<file path="config.mk">
export PLATFORM = sky130hd
export DESIGN_NAME = gpr_queue
export DESIGN_NICKNAME = d
export VERILOG_FILES = /design/src/design/gpr_queue.sv
export SDC_FILE = /design/constraint.sdc
export NUM_CORES = 1
export LEC_CHECK = 0
export ABC_AREA = 1
export BUFFER_PORTS_ARGS = -buffer_cell sky130_fd_sc_hd__buf_4
export CORE_AREA = 2 2 39 41
export DETAILED_ROUTE_END_ITERATION = 7
export DIE_AREA = 0 0 41 43
export PLACE_DENSITY = 0.43
export SLEW_MARGIN = 20
export SYNTH_ARGS = -nofsm -noshare
export SYNTH_HDL_FRONTEND = slang
export SYNTH_SLANG_ARGS = --single-unit
</file>
<file path="constraint.sdc">
create_clock -name clk -period 1.4 [get_ports clk]
set_input_delay 0.07 -clock clk [delete_from_list [all_inputs] [get_ports clk]]
set_output_delay 0.07 -clock clk [all_outputs]
set_load 0.1 [all_outputs]
</file>
<file path="src/design/gpr_queue.sv">
module gpr_queue #(
  parameter type         T     = logic,
  parameter int unsigned DEPTH = 2
) (
  input  logic clk,
  input  logic rst_n,
  input  logic push,
  input  T     din,
  output logic full,
  input  logic pop,
  output T     dout,
  output logic empty
);

  localparam int unsigned PW = $clog2(DEPTH);

  T             slots [DEPTH];
  logic [PW-1:0] wr_r;
  logic [PW-1:0] rd_r;
  logic [PW:0]   cnt_r;
  logic          do_push;
  logic          do_pop;

  assign full    = (cnt_r == (PW+1)'(DEPTH));
  assign empty   = (cnt_r == '0);
  assign do_push = push && !full;
  assign do_pop  = pop && !empty;
  assign dout    = slots[rd_r];

  always_ff @(posedge clk) begin
    if (!rst_n) begin
      wr_r  <= '0;
      rd_r  <= '0;
      cnt_r <= '0;
    end else begin
      if (do_push) wr_r <= wr_r + PW'(1);
      if (do_pop)  rd_r <= rd_r + PW'(1);
      if (do_push && !do_pop)      cnt_r <= cnt_r + (PW+1)'(1);
      else if (do_pop && !do_push) cnt_r <= cnt_r - (PW+1)'(1);
    end
  end

  always_ff @(posedge clk) begin
    if (do_push) slots[wr_r] <= din;
  end

endmodule

</file>
==> flow_summary.json <==
{
  "synth_flop_cell": "dfxtp_1",
  "arrival_ps": 1410,
  "start_kind": "flop",
  "die_area_um2": 1760,
  "stdcell_count": 71,
  "fin_crit_sh_pct": 90.1,
  "synth_fa_ha_area_share_pct": 3.92,
  "drv_slew": 0,
  "finalSetupViolCount": 0,
  "cts_max_level": 1,
  "dieWidth_um": 41,
  "syn-mean-instance-area_um2": 7.78,
  "final.setup.tns_ps": 0,
  "fp.coreArea_um2": 1380,
  "min_path_type": "primary input to flop",
  "dp_slack_ps": 20.1,
  "overflow": 0,
  "slew_headroom_pct": 81.6,
  "track_usage_pct": 8.67,
  "synth_largest_area_cell": "dfxtp_1",
  "drtIter0Drc": 4,
  "ys_ff_latch": 7,
  "cts.path.max_buffers": 2,
  "first_pass_iters": 2,
  "crit_chain": "nor2_4 > nor2_2 > inv_1 > ha_4 > inv_1 > nand3_1 > nand2_1 > inv_1 > nor2_1",
  "grt_max_degree": 6,
  "gp_congestion": 0.688,
  "cp_max_fo": 5,
  "grt_pass1_vias": 252,
  "syn_nets": 47,
  "diodes": 0,
  "finish.utilization_pct": 34.0,
  "finClkSkew_ps": 0.121,
  "route.detailed.drc": 0,
  "cts_tree": "yes",
  "end_kind": "flop",
  "crit_required_ps": 1550,
  "fillers": 158,
  "yosys.area_share.simple_pct": 24.3,
  "synth_area_um2": 319,
  "viasPerCell": 3.97,
  "final_antenna_net_count": 0,
  "cts-root-buf": "clkbuf_4",
  "path_clk_slew_ps": 50,
  "die_h_um": 43,
  "synth-edff-count": 2,
  "drive_gt1_share_pct": 40.0,
  "crit_slowest_cell": "dfxtp_4",
  "grt_pass1_wl_um": 952,
  "via_count": 282,
  "synth_top_family_by_area": "simple AND/OR/NAND/NOR gates",
  "antenna_found_initial": 0,
  "async_flop_share_pct": 0,
  "yosysUniqueCellTypes": 14,
  "synthTopCellsByCount": "10 x nor2_1, 8 x inv_1, 6 x nand2_1, 5 x dfxtp_1",
  "clk-insertion-delay-late_ps": 250,
  "ys_seq_area_share_pct": 50.2,
  "portBuffers": 7,
  "placementRows": 14,
  "synth_mux_area_share_pct": 3.53,
  "cts_buffers": 3,
  "hpwlAfterDp_um": 460,
  "crit_top_cell": "inv_1",
  "dpl.cell_count": 66,
  "cp_slowest_stage_delay_ps": 390,
  "synth_area_leaders": "dfxtp_1 31%, edfxtp_1 19%, nor2_1 12%, inv_1 9.4%, nand2_1 7.1%",
  "maxCapViolations": 0,
  "yosys_warnings": 0,
  "synthXorXnorAreaFrac_pct": 0,
  "syn2layout_area_growth_pct": 47.5,
  "crit_type": "flop to flop",
  "clock_sinks": 7,
  "tightest_slew_ps": 278,
  "setup_slack_ps": 138,
  "fmax_mhz": 793,
  "synth_compound_area_share_pct": 7.45,
  "min_period_ps": 1260,
  "status": "finished clean",
  "wl_um": 603,
  "hold_viol_final": 0,
  "final_nets": 62,
  "boundaryPins": 8,
  "synth_cells": 41,
  "synth.most_common_cell": "nor2_1",
  "rsz0062_at_grt": "false",
  "synth_top_area_share_pct": 31.4,
  "wl_per_cell_um": 8.49,
  "start_util_pct": 23.1
}
==> logic make-up after synthesis <==
kind of cell	Yosys count
AND/OR/NAND/NOR	19
buffers and inverters	9
adder cells (fa/ha/maj)	1
flip-flops	7
multiplexers	1
AO/OA/AOI/OAI	4
==> metal layers <==
metal / GRT usage [%] / wire length (um)
met1: 9.12 / 255
met5: 0 / 0
met4: 6.00 / 10
met2: 11.6 / 291
met3: 6.28 / 46
==> cells in the final DEF, fill, tap and decap left out, drive strengths merged <==
cell / instances
nand4: 1
mux2: 1
nand3: 1
clkbuf: 4
dfxtp: 5
edfxtp: 2
nor2: 11
nand2: 6
ha: 1
a21oi: 1
dlygate4sd3: 1
o21ai: 3
buf: 9
inv: 9
==> timing repair <==
action                                  4_1_cts  5_1_grt
gates resized for setup                       0        4
hold endpoints to repair                      2        0
endpoints found under the setup margin        0        2
hold buffers                                  1        0
buffers inserted                              0        0
==> metrics by stage <==
stage	instance area (um2)	hold slack, ps
2_1_floorplan	330	169
3_3_place_gp	418	263
3_5_place_dp	418	262
4_1_cts	454	74.9
5_1_grt	470	91.7
6_report	470	78.6
==> worst paths after layout <==
kind / startpoint / endpoint / slack, ps / cells after the start
worst max-delay path: cnt_r[0] / cnt_r[1] / 140 / 9
worst min-delay path: rst_n / cnt_r[1] / 80 / 3
worst max register to register: cnt_r[0] / cnt_r[1] / 140 / 9
worst min register to register: wr_r / wr_r / 500 / 2
==> critical path, delay by kind of cell, from the launching register on <==
family                     cells  cell delay (ps)
and+or+nand+nor                5              320
DFF                            1              390
adders and majority gates      1              270
buffers and inverters          3              180
==> layout make-up <==
class / instances / area [um2] / area share, %
Timing Repair Buffer: 10 / 77.6 / 16.5
Inverter: 9 / 33.8 / 7.18
Clock buffer: 4 / 26.3 / 5.59
Tap cell: 16 / 20.0 / 4.26
Sequential cell: 7 / 165 / 35.1
Multi-Input combinational cell: 25 / 148 / 31.4
Power is not shown: default switching activity piles up to over one toggle a cycle in this logic, so the estimate is an artifact.
