===== config.mk =====
export PLATFORM = sky130hd
export DESIGN_NAME = gpr_front
export DESIGN_NICKNAME = d
export VERILOG_FILES = /design/src/design/gpr_pkg.sv /design/src/design/gpr_queue.sv /design/src/design/gpr_front.sv
export SDC_FILE = /design/constraint.sdc
export NUM_CORES = 1
export LEC_CHECK = 0
export ABC_AREA = 1
export BUFFER_PORTS_ARGS = -buffer_cell sky130_fd_sc_hd__buf_2
export CORE_MARGIN = 1.5
export CORE_UTILIZATION = 46
export DETAILED_ROUTE_END_ITERATION = 12
export GPL_TIMING_DRIVEN = 0
export PLACE_DENSITY_LB_ADDON = 0.3
export REMOVE_ABC_BUFFERS = 1
export SLEW_MARGIN = 10
export SYNTH_ARGS = -nofsm -noshare
export SYNTH_HDL_FRONTEND = slang
export SYNTH_SLANG_ARGS = --single-unit

===== constraint.sdc =====
create_clock -name clk -period 9.64 [get_ports clk]
set_input_delay 1.446 -clock clk [delete_from_list [all_inputs] [get_ports clk]]
set_output_delay 1.446 -clock clk [all_outputs]
set_load 0.1 [all_outputs]

===== src/design/gpr_pkg.sv =====
package gpr_pkg;

  localparam int unsigned GROUPS_DEF      = 1024;
  localparam int unsigned VALUE_WIDTH_DEF = 64;
  localparam int unsigned CMDQ_DEPTH      = 4;
  localparam int unsigned OUTQ_DEPTH      = 2;

  localparam int unsigned GI_W   = 10;
  localparam int unsigned VAL_W  = 64;
  localparam int unsigned GC_W   = 11;
  localparam int unsigned ET_W   = 4;
  localparam int unsigned CFG_IDX_W  = 1;
  localparam int unsigned CFG_DATA_W = 11;

  localparam logic [CFG_IDX_W-1:0] CFG_GROUP_COUNT  = 1'b0;
  localparam logic [CFG_IDX_W-1:0] CFG_ELEMENT_TYPE = 1'b1;

  localparam logic [GC_W-1:0] GROUP_COUNT_RST  = 11'd1024;
  localparam logic [ET_W-1:0] ELEMENT_TYPE_RST = 4'd7;

  localparam logic [ET_W-1:0] ET_BOOL = 4'd0;
  localparam logic [ET_W-1:0] ET_S8   = 4'd1;
  localparam logic [ET_W-1:0] ET_U8   = 4'd2;
  localparam logic [ET_W-1:0] ET_S16  = 4'd3;
  localparam logic [ET_W-1:0] ET_U16  = 4'd4;
  localparam logic [ET_W-1:0] ET_S32  = 4'd5;
  localparam logic [ET_W-1:0] ET_U32  = 4'd6;

  typedef enum logic [1:0] {
    OP_ACC   = 2'd0,
    OP_READ  = 2'd1,
    OP_START = 2'd2,
    OP_NONE  = 2'd3
  } op_t;

  typedef enum logic [1:0] {
    CMD_ACC   = 2'd0,
    CMD_READ  = 2'd1,
    CMD_START = 2'd2,
    CMD_DROP  = 2'd3
  } cmd_kind_t;

  typedef struct packed {
    logic [1:0]      op;
    logic [GI_W-1:0] group_index;
    logic [VAL_W-1:0] value;
  } in_item_t;

  typedef struct packed {
    logic [VAL_W-1:0] product;
    logic             dropped_flag;
  } out_item_t;

  typedef struct packed {
    logic [GC_W-1:0] group_count;
    logic [ET_W-1:0] element_type;
  } cfg_t;

  typedef struct packed {
    cmd_kind_t        kind;
    logic [GI_W-1:0]  group;
    logic             in_range;
    logic             is_bool;
    logic [VAL_W-1:0] mask;
    logic [VAL_W-1:0] operand;
  } cmd_t;

  // element width mask, capped at the stored value width
  function automatic logic [VAL_W-1:0] elem_mask(logic [ET_W-1:0] et, int unsigned vw);
    int unsigned w;
    w = 64;
    if (et == ET_BOOL || et == ET_S8 || et == ET_U8) w = 8;
    else if (et == ET_S16 || et == ET_U16) w = 16;
    else if (et == ET_S32 || et == ET_U32) w = 32;
    if (w > vw) w = vw;
    if (w >= 64) return '1;
    return (64'(1) << w) - 64'(1);
  endfunction

endpackage


===== src/design/gpr_queue.sv =====
module gpr_queue #(
  parameter type         T     = logic,
  parameter int unsigned DEPTH = 2
) (
  input  logic clk,
  input  logic rst_n,
  input  logic push,
  input  T     din,
  output logic full,
  input  logic pop,
  output T     dout,
  output logic empty
);

  localparam int unsigned PW = $clog2(DEPTH);

  T             slots [DEPTH];
  logic [PW-1:0] wr_r;
  logic [PW-1:0] rd_r;
  logic [PW:0]   cnt_r;
  logic          do_push;
  logic          do_pop;

  assign full    = (cnt_r == (PW+1)'(DEPTH));
  assign empty   = (cnt_r == '0);
  assign do_push = push && !full;
  assign do_pop  = pop && !empty;
  assign dout    = slots[rd_r];

  always_ff @(posedge clk) begin
    if (!rst_n) begin
      wr_r  <= '0;
      rd_r  <= '0;
      cnt_r <= '0;
    end else begin
      if (do_push) wr_r <= wr_r + PW'(1);
      if (do_pop)  rd_r <= rd_r + PW'(1);
      if (do_push && !do_pop)      cnt_r <= cnt_r + (PW+1)'(1);
      else if (do_pop && !do_push) cnt_r <= cnt_r - (PW+1)'(1);
    end
  end

  always_ff @(posedge clk) begin
    if (do_push) slots[wr_r] <= din;
  end

endmodule


===== src/design/gpr_front.sv =====
module gpr_front import gpr_pkg::*; #(
  parameter int unsigned GROUPS      = GROUPS_DEF,
  parameter int unsigned VALUE_WIDTH = VALUE_WIDTH_DEF
) (
  input  logic     clk,
  input  logic     rst_n,
  input  cfg_t     cfg,
  input  logic     in_push,
  input  in_item_t in_item,
  output logic     in_full,
  input  logic     cmd_pop,
  output cmd_t     cmd,
  output logic     cmd_empty
);

  cmd_t             cls;
  logic [VAL_W-1:0] m;
  logic [VAL_W-1:0] vm;
  logic             q_push;

  always_comb begin
    m  = elem_mask(cfg.element_type, VALUE_WIDTH);
    vm = in_item.value & m;
    cls.group    = in_item.group_index;
    cls.in_range = ({1'b0, in_item.group_index} < cfg.group_count)
                   && (32'(in_item.group_index) < GROUPS);
    cls.is_bool  = (cfg.element_type == ET_BOOL);
    cls.mask     = m;
    cls.operand  = cls.is_bool ? VAL_W'(vm != '0) : vm;
    unique case (op_t'(in_item.op))
      OP_ACC:   cls.kind = cls.in_range ? CMD_ACC : CMD_DROP;
      OP_READ:  cls.kind = CMD_READ;
      OP_START: cls.kind = CMD_START;
      default:  cls.kind = CMD_DROP;
    endcase
  end

  // unused op is taken and discarded
  assign q_push = in_push && !in_full && (op_t'(in_item.op) != OP_NONE);

  gpr_queue #(.T(cmd_t), .DEPTH(CMDQ_DEPTH)) u_cmdq (
    .clk   (clk),
    .rst_n (rst_n),
    .push  (q_push),
    .din   (cls),
    .full  (in_full),
    .pop   (cmd_pop),
    .dout  (cmd),
    .empty (cmd_empty)
  );

endmodule


==> results.py, run 1 <==
metrics = {
    "route": {
        "wl_um": 30520,
        "dr.pass1.iters": 5,
        "postRouteAntennaNets": 0,
        "wl_met1_um": 12980,
        "wl_per_cell_um": 16.66,
        "vias_per_cell": 5.104,
        "drtIter0Drc": 474,
        "wl_met3_um": 1702,
        "dr_wl_met2_um": 15130,
        "drcViolationCount": 0,
        "maxUsedRoutingLayer": "met5",
        "vias": 9351,
    },
    "worst_setup_path": {
        "worstSetupEndpoint": "cmd[115]",
        "startpoint_type": "register",
        "timing.rr.start": "u_cmdq.cnt_r[0]$_SDFFE_PN0P_",
        "cp.arrival_ns": 3.68,
        "critPathSlowestCell": "o22ai_1",
        "path_max_fanout": 178,
        "cp_num_buf_inv": 3,
        "reg2reg_to": "u_cmdq.slots[0][47]$_DFFE_PP_",
        "critPathTopFamily": "buffers and inverters",
        "rrSetupSlack_ns": 7.02,
        "reg2reg_depth": 6,
        "critical_path.endpoint_type": "output port",
        "cp_num_cells": 5,
        "worstSetupPathType": "register to output port",
        "path_cells": "buf_16 > inv_8 > o21ai_0 > o22ai_1 > buf_2",
        "required_ns": 8.19,
        "slowest_delay_ns": 0.72,
    },
    "layout": {
        "nets": 1481,
        "area_growth_pct": 17.03,
        "drive_gt1_frac": 0.2269,
        "fillers": 2637,
        "final_core_util": 0.5514,
        "num_antenna_cells": 0,
    },
    "logic_synthesis": {
        "synth-compound-area-share": 0.1058,
        "syn_inst": 1189,
        "synthSimpleGateAreaFrac": 0.07523,
        "synthMuxAreaShare": 0,
        "synthAdderAreaFrac": 0.01303,
        "ys_seq_area_frac": 0.7255,
        "synth-seq-cells": 365,
        "synth_top_family_by_area": "compound AO/OA/AOI/OAI gates",
        "ys_warn_count": 0,
        "syn_area_mm2": 0.01498,
        "synth_xor_xnor_area_share": 0,
        "synth_cell_types": 24,
        "avgSynthCellArea_um2": 12.60,
    },
    "floorplan": {
        "initial_core_util": 0.4712,
        "die_h_um": 183.5,
        "dieArea_mm2": 0.03367,
        "ios": 239,
        "core-area_mm2": 0.03180,
        "fp.dieW_um": 183.5,
        "num_rows": 65,
    },
    "global_routing": {
        "grt_max_degree": 179,
        "gr-total-overflow": 0,
        "grt_pass1_wl_um": 47200,
        "grt_antenna_before_repair": 1,
        "grt_util_all_layers": 0.1800,
        "grt_pass1_vias": 8989,
    },
    "timing": {
        "finalCritPeriodShare": 0.5318,
        "tightest_slew_ns": 1.082,
        "layout_min_cycle_time_ns": 5.127,
        "tns_ns": 0,
        "slew_viol_final": 0,
        "rsz0062_at_grt": "no",
        "max-slew-margin-rel": 0.2784,
        "timing.fmax_mhz": 195.1,
        "fin_ws_ns": 4.513,
        "skew_ns": 0.009900,
        "hold_slack_ns": 0.4522,
        "hold_violations": 0,
        "setup_viol": 0,
    },
    "clocking": {
        "htree_levels": 2,
        "cts_resized": 0,
        "clock_latency_ns": 0.51,
        "cts_sinks": 365,
        "cts_tree": "yes",
        "cts_made_buffers": 38,
        "cts_root_buf": "clkbuf_16",
        "clk_path_buf_depth": 3,
        "cts_hold_buf": 0,
        "path_clk_slew_ns": 0.05,
        "postCtsSetupRepairBufs": 0,
    },
    "placement": {
        "hpwl_um": 17550,
        "portBuffers": 238,
        "gp_congestion": 0.6878,
        "place_ws_ns": 4.814,
    },
    "run": {
        "drv_cap": 0,
    },
    "hold_path": {
        "holdCritPathClass": "register to register",
    },
    "run_status": {
        "status": "complete, no violations",
    },
}
worst min path at each step:
stage / from / endpoint / slack, ns / depth (start not counted)
3_5_place_dp: u_cmdq.rd_r[1]$_SDFFE_PN0P_ / register / 0.44 / 2
5_1_grt: u_cmdq.rd_r[1]$_SDFFE_PN0P_ / register / 0.50 / 2
4_1_cts: u_cmdq.rd_r[1]$_SDFFE_PN0P_ / register / 0.46 / 2
6_report: u_cmdq.rd_r[1]$_SDFFE_PN0P_ / register / 0.45 / 2
2_1_floorplan: u_cmdq.rd_r[1]$_SDFFE_PN0P_ / register / 0.43 / 2
3_3_place_gp: u_cmdq.rd_r[1]$_SDFFE_PN0P_ / u_cmdq.rd_r[1]$_SDFFE_PN0P_ / 0.45 / 2
registers in the layout, indices dropped and copies added, names as in the netlist, named ones only:
| signal | count |
|---|---|
| u_cmdq.cnt_r | 3 |
| u_cmdq.rd_r | 2 |
| u_cmdq.slots | 356 |
| u_cmdq.wr_r | 2 |
placed cells by master (no fill, tap or decap):
master	count
dfxtp_4	2
nor4_4	1
clkinv_1	12
nor2_1	251
inv_1	102
clkbuf_16	39
ha_1	14
dfxtp_1	7
o21ai_0	166
buf_12	11
edfxtp_1	356
nor2_4	4
nand4_1	1
buf_16	5
inv_6	1
o21ai_1	24
bufinv_16	4
conb_1	4
fa_1	1
nand3_1	6
clkinv_4	2
clkbuf_1	5
inv_8	1
o21ai_2	2
inv_2	3
a21oi_1	12
o22ai_1	89
clkinv_2	4
buf_2	238
nand2_1	30
logic make-up after synthesis:
logic type,count (synthesis)
AOI/OAI and AO/OA,293
and+or+nand+nor,293
adders and majority gates,15
other,1
DFF,365
buffers and inverters,222
metal layers:
layer / track usage / vias up
met2: 0.3165 / 266
li1: - / 4517
met4: 0.05213 / 2
met5: 0 / -
met1: 0.2265 / 4510
met3: 0.03447 / 56
area by class of cell:
type	count	area, um^2	share of cell area
Inverter	107	414.1	0.02362
Tap cell	435	544.3	0.03104
Multi-Input combinational cell	605	2953	0.1684
Sequential cell	365	10880	0.6203
Timing Repair Buffer	254	1549	0.08833
Clock inverter	22	202.7	0.01156
Clock buffer	44	994.7	0.05672
cells in the mapped netlist (all sizes together):
cell	n	share of area
nand2	30	0.0075
clkinv	1	0.00033
o22ai	89	0.037
nand3	6	0.0020
buf	80	0.044
edfxtp	356	0.71
inv	106	0.027
a21oi	12	0.0040
ha	14	0.012
nor2	255	0.064
clkbuf	35	0.0088
nor4	1	0.0014
conb	1	0.00025
fa	1	0.0013
dfxtp	9	0.012
o21ai	192	0.065
nand4	1	0.00042
worst reg2reg max path, cell delays in order, from the launching register on:
cell and delay, ns:
dfxtp_1 0.35, inv_1 0.10, nand3_1 0.10, nand3_1 0.40, nor2_4 0.83, buf_12 0.28, buf_12 0.24
stage by stage:
step / instances / cell area, um^2
3_3_place_gp: 1750 / 15940
2_1_floorplan: 1077 / 14200
5_1_grt: 1832 / 17540
3_5_place_dp: 1766 / 16340
6_report: 1832 / 17540
4_1_cts: 1832 / 17530
Power of run 1 is left out: the tool's default activity adds up to more than one toggle a clock period on the data nets, which glitch-free logic cannot reach.
==> run 2: changes to the inputs <==
--- a/config.mk
+++ b/config.mk
@@ -5,7 +5,7 @@
 export SDC_FILE = /design/constraint.sdc
 export NUM_CORES = 1
 export LEC_CHECK = 0
-export ABC_AREA = 1
+export ABC_AREA = 0
 export BUFFER_PORTS_ARGS = -buffer_cell sky130_fd_sc_hd__buf_2
 export CORE_MARGIN = 1.5
 export CORE_UTILIZATION = 46
==> constraint.sdc (replaced) <==
create_clock -name clk -period 4.3 [get_ports clk]
set_input_delay 0.645 -clock clk [delete_from_list [all_inputs] [get_ports clk]]
set_output_delay 0.645 -clock clk [all_outputs]
set_load 0.1 [all_outputs]
==> results.py, run 2 <==
metrics = {
    "run_status": {
        "status": "complete, no violations",
    },
    "placement": {
        "gp_congestion": 0.6368,
        "dpl.cell_count": 1256,
        "place_ws_ns": 1.390,
        "portBuffers": 238,
        "hpwl_um": 15870,
    },
    "worst_setup_path": {
        "rrSetupSlack_ns": 1.99,
        "critPathSlowestCell": "mux4_2",
        "slowest_delay_ns": 0.64,
        "startpoint_type": "register",
        "required_ns": 3.65,
        "cp.arrival_ns": 2.69,
        "worstSetupPathType": "register to output port",
        "reg2reg_depth": 4,
        "critical_path.endpoint_type": "output port",
        "path_cells": "buf_12 > buf_16 > mux4_2 > buf_2",
        "timing.rr.start": "u_cmdq.cnt_r[0]$_SDFFE_PN0P_",
        "path_max_fanout": 28,
        "reg2reg_to": "u_cmdq.slots[3][80]$_DFFE_PP_",
    },
    "route": {
        "wl_met1_um": 11570,
        "vias_per_cell": 5.249,
        "wl_per_cell_um": 20.05,
        "maxUsedRoutingLayer": "met4",
        "dr.pass1.iters": 4,
        "wl_met3_um": 1469,
        "postRouteAntennaNets": 0,
        "wl_um": 26520,
        "drcViolationCount": 0,
        "vias": 6944,
        "dr_wl_met2_um": 13050,
        "drtIter0Drc": 358,
    },
    "global_routing": {
        "grt_antenna_before_repair": 0,
        "grt_util_all_layers": 0.1645,
        "grt_pass1_wl_um": 41340,
        "gr-total-overflow": 0,
        "grt_pass1_vias": 7272,
        "grt_max_degree": 51,
    },
    "floorplan": {
        "initial_core_util": 0.4720,
        "dieArea_mm2": 0.03271,
        "die_h_um": 180.9,
        "core-area_mm2": 0.03083,
        "ios": 239,
        "fp.dieW_um": 180.9,
        "num_rows": 64,
    },
    "clocking": {
        "cts_hold_buf": 0,
        "cts_sinks": 365,
        "cts_tree": "yes",
        "path_clk_slew_ns": 0.06,
        "postCtsSetupRepairBufs": 0,
        "cts_root_buf": "clkbuf_16",
        "htree_levels": 2,
        "cts_resized": 0,
        "clock_latency_ns": 0.51,
        "clk_path_buf_depth": 3,
        "cts_made_buffers": 38,
    },
    "timing": {
        "tightest_slew_ns": 0.7963,
        "finalCritPeriodShare": 0.7761,
        "fin_ws_ns": 0.9629,
        "timing.fmax_mhz": 299.7,
        "hold_violations": 0,
        "rsz0062_at_grt": "no",
        "hold_slack_ns": 0.3627,
        "max-slew-margin-rel": 0.4691,
        "skew_ns": 0.02325,
        "layout_min_cycle_time_ns": 3.337,
        "slew_viol_final": 0,
        "setup_viol": 0,
    },
    "layout": {
        "nets": 1010,
        "num_antenna_cells": 0,
        "area_growth_pct": 17.91,
        "mostFrequentLayoutCell": "edfxtp_1",
        "regMostFlops": "u_cmdq.slots",
        "largest_reg_flops": 356,
        "final_cell_mix": "356 x edfxtp_1, 238 x buf_2, 89 x mux4_2",
        "fillers": 2390,
        "top_regs": "u_cmdq.slots: 356 flops, u_cmdq.cnt_r: 3 flops",
        "drive_gt1_frac": 0.4444,
        "layout.cells.non_filler": 1323,
        "final_core_util": 0.5566,
    },
    "logic_synthesis": {
        "async_flop_share": 0,
        "synth_common_cells": "356 x edfxtp_1, 89 x mux4_2, 57 x and2_1",
        "syn_inst": 690,
        "synth_edf_count": 356,
        "avgSynthCellArea_um2": 21.09,
        "syn_area_mm2": 0.01455,
        "synth_ff_type": "edfxtp_1",
        "synth_cell_types": 42,
        "ys_seq_area_frac": 0.7470,
        "synth_top_area_cell": "edfxtp_1",
        "ys_warn_count": 0,
        "synth-seq-cells": 365,
        "synth.area.top_cells": "edfxtp_1 73%, mux4_2 14%, buf_4 2.8%, and2_1 2.5%, dfxtp_1 1.2%",
        "yosysMostFrequentCell": "edfxtp_1",
        "synth_top_area_frac": 0.7346,
    },
    "hold_path": {
        "hold_end": "u_cmdq.slots[3][131]$_DFFE_PP_",
        "worstHoldPathCells": 1,
        "hp-start": "in_item[65]",
        "holdCritPathClass": "primary input to register",
    },
    "run": {
        "drv_cap": 0,
    },
}
## run 2: cell count changes after synthesis, moves of 57 or more
cell	previous run	this run
mux4_2	0	89
inv_1	102	13
nor2_1	255	2
and2_1	0	57
o21ai_0	166	3
o22ai_1	89	0
## run 2: how the worst max path moves through the flow
| stage | end | slack, ns | depth (start not counted) |
|---|---|---|---|
| detailed placement | cmd[84] | 1.39 | 4 |
| finish | cmd[81] | 0.96 | 4 |
| floorplan | cmd[112] | -6.13 | 1 |
| global route | cmd[83] | 0.75 | 4 |
| CTS | cmd[84] | 0.82 | 4 |
| global placement | cmd[112] | -3.24 | 2 |
## run 2: area by class of cell
class / count / area (um^2) / share of cell area
clock buffers: 45 / 998.5 / 0.05819
clock inverters: 22 / 226.5 / 0.01320
inverters: 13 / 48.80 / 0.002844
multi-input cells: 234 / 3083 / 0.1797
flip-flops and latches: 365 / 10880 / 0.6339
well taps: 396 / 495.5 / 0.02888
repair buffers: 248 / 1429 / 0.08327
## run 2: worst max-delay path: cells and delay by family, from the launching register on
family                 cells  cell delay, ns
flip-flops                 1            0.63
buffers and inverters      3            0.89
multiplexers               1            0.64
## run 2: metrics by stage
step                area [um^2]  setup TNS, ns
floorplan                 13990        -513.13
global placement          15680        -861.72
detailed placement        15930              0
CTS                       17160              0
global route              17160              0
finish                    17160              0
## run 2: cell families after synthesis
kind of cell / share of synthesized area
AND/OR/NAND/NOR: 0.04325
adder cells (fa/ha/maj): 0.01341
buffers and inverters: 0.04264
multiplexers: 0.1391
XOR/XNOR: 0.003009
other: 0.0002577
flip-flops: 0.7470
AO/OA/AOI/OAI: 0.01135
## run 2: metal layers
layer  GRT usage  vias to the layer above
met3     0.03306                       41
met5           0                        -
li1            -                     3132
met1      0.2250                     3549
met4     0.03765                        0
met2      0.2741                      222
Power of run 2 is left out for the same reason.
==> run 3: changes to the inputs <==
--- a/config.mk
+++ b/config.mk
@@ -5,7 +5,7 @@
 export SDC_FILE = /design/constraint.sdc
 export NUM_CORES = 1
 export LEC_CHECK = 0
-export ABC_AREA = 0
+export ABC_AREA = 1
 export BUFFER_PORTS_ARGS = -buffer_cell sky130_fd_sc_hd__buf_2
 export CORE_MARGIN = 1.5
 export CORE_UTILIZATION = 46
==> constraint.sdc (replaced) <==
create_clock -name clk -period 2.8 [get_ports clk]
set_input_delay 0.42 -clock clk [delete_from_list [all_inputs] [get_ports clk]]
set_output_delay 0.42 -clock clk [all_outputs]
set_load 0.1 [all_outputs]
==> results.py, run 3 (same netlist as run 1, synthesis figures left out) <==
metrics = {
    "clocking": {
        "cts_sinks": 365,
        "htree_levels": 2,
        "clock_latency_ns": 0.51,
        "cts_tree": "yes",
        "clk_path_buf_depth": 3,
        "path_clk_slew_ns": 0.06,
        "cts_made_buffers": 38,
        "cts_root_buf": "clkbuf_16",
    },
    "worst_setup_path": {
        "path_max_fanout": 89,
        "startpoint_type": "register",
        "critical_path.endpoint_type": "output port",
        "required_ns": 2.38,
        "cp.arrival_ns": 2.27,
        "worstSetupPathType": "register to output port",
    },
    "global_routing": {
        "grt_antenna_before_repair": 2,
        "grt_max_degree": 90,
        "grt_pass1_wl_um": 50160,
        "gr-total-overflow": 0,
        "grt_util_all_layers": 0.1940,
        "grt_pass1_vias": 9244,
    },
    "floorplan": {
        "core-area_mm2": 0.03180,
        "ios": 239,
        "fp.dieW_um": 183.5,
        "die_h_um": 183.5,
        "dieArea_mm2": 0.03367,
        "num_rows": 65,
        "initial_core_util": 0.4712,
    },
    "placement": {
        "gp_congestion": 0.6878,
        "portBuffers": 238,
        "hpwl_um": 17550,
    },
    "layout": {
        "top_regs": "u_cmdq.slots: 356 flops, u_cmdq.cnt_r: 3 flops",
        "mostFrequentLayoutCell": "edfxtp_1",
        "regMostFlops": "u_cmdq.slots",
        "largest_reg_flops": 356,
        "area_growth_pct": 20.25,
        "num_antenna_cells": 0,
        "final_cell_mix": "356 x edfxtp_1, 251 x nor2_1, 171 x buf_2",
        "nets": 1498,
        "drive_gt1_frac": 0.2419,
        "fillers": 2583,
    },
    "route": {
        "drtIter0Drc": 539,
        "vias_per_cell": 5.158,
        "dr.pass1.iters": 4,
        "drcViolationCount": 0,
        "vias": 9537,
        "postRouteAntennaNets": 0,
        "wl_per_cell_um": 17.65,
        "wl_um": 32640,
    },
    "timing": {
        "skew_ns": 0.01020,
        "slew_viol_final": 0,
        "max-slew-margin-rel": 0.4292,
        "rsz0062_at_grt": "no",
        "setup_viol": 0,
        "finalCritPeriodShare": 0.9608,
        "layout_min_cycle_time_ns": 2.690,
        "timing.fmax_mhz": 371.7,
        "tns_ns": 0,
        "hold_violations": 0,
        "tightest_slew_ns": 0.8542,
    },
    "hold_path": {
        "holdCritPathClass": "primary input to register",
    },
    "run_status": {
        "status": "complete, no violations",
    },
    "run": {
        "drv_cap": 0,
    },
}
==> run 3: cell count changes in the layout (fill, tap and decap cells not counted), sizes merged, moves of 25 or more <==
cell / before / now
nor2: 3 / 255
o21ai: 3 / 192
inv: 14 / 108
mux4: 89 / 0
o22ai: 0 / 89
and2: 66 / 0
nand2: 5 / 30
==> run 3: layout make-up <==
| type | instances | area [um^2] | area share |
|---|---|---|---|
| Multi-Input combinational cell | 605 | 3009 | 0.1670 |
| Clock inverter | 22 | 202.7 | 0.01125 |
| Sequential cell | 365 | 10880 | 0.6037 |
| Tap cell | 435 | 544.3 | 0.03021 |
| Inverter | 107 | 444.2 | 0.02465 |
| Timing Repair Buffer | 270 | 1929 | 0.1071 |
| Clock buffer | 44 | 994.7 | 0.05520 |
| Timing Repair inverter | 1 | 16.27 | 0.0009027 |
==> run 3: routing by layer <==
layer	up-vias	GRT usage	part of all wire
li1	4556	-	-
met1	4643	0.2459	0.42
met2	283	0.3427	0.50
met3	53	0.03387	0.055
met4	2	0.05410	0.021
met5	-	0	0.00021
==> run 3: through the flow <==
stage | std cells | util | instance area (um^2) | hold slack [ns] | setup WS (ns)
after floorplan | 1077 | - | 14200 | 0.4334 | -23.52
after global placement | 1750 | 0.5012 | 15940 | 0.4455 | -5.862
after detailed placement | 1766 | 0.5137 | 16340 | 0.4445 | -1.000
after CTS | 1846 | 0.5657 | 17990 | 0.1227 | 0.08341
after global routing | 1849 | 0.5666 | 18020 | 0.1277 | 0.01040
final | 1849 | 0.5666 | 18020 | 0.1429 | 0.1098
==> run 3: worst paths after layout <==
path                            depth (start not counted)                         start  slack [ns]                             end
worst max-delay path                                    5                      register        0.11                          cmd[0]
worst min register to register                          2   u_cmdq.rd_r[1]$_SDFFE_PN0P_        0.45                        register
worst max register to register                          6  u_cmdq.cnt_r[0]$_SDFFE_PN0P_        0.38   u_cmdq.slots[3][40]$_DFFE_PP_
worst min-delay path                                    1                   in_item[72]        0.14  u_cmdq.slots[0][138]$_DFFE_PP_
==> run 3: timing repair <==
item	CTS	global route
hold buffers	0	0
gates cloned	2	0
buffers inserted	12	3
pin swaps	2	4
gates resized for setup	86	2
setup endpoints to repair	142	74
==> run 3: critical path: stages, from the launching register on <==
cell and delay, ns:
dfxtp_4 0.36, buf_16 0.18, inv_12 0.30, nor2_1 0.10, o22ai_1 0.20, buf_2 0.45
Power of run 3 is left out for the same reason.
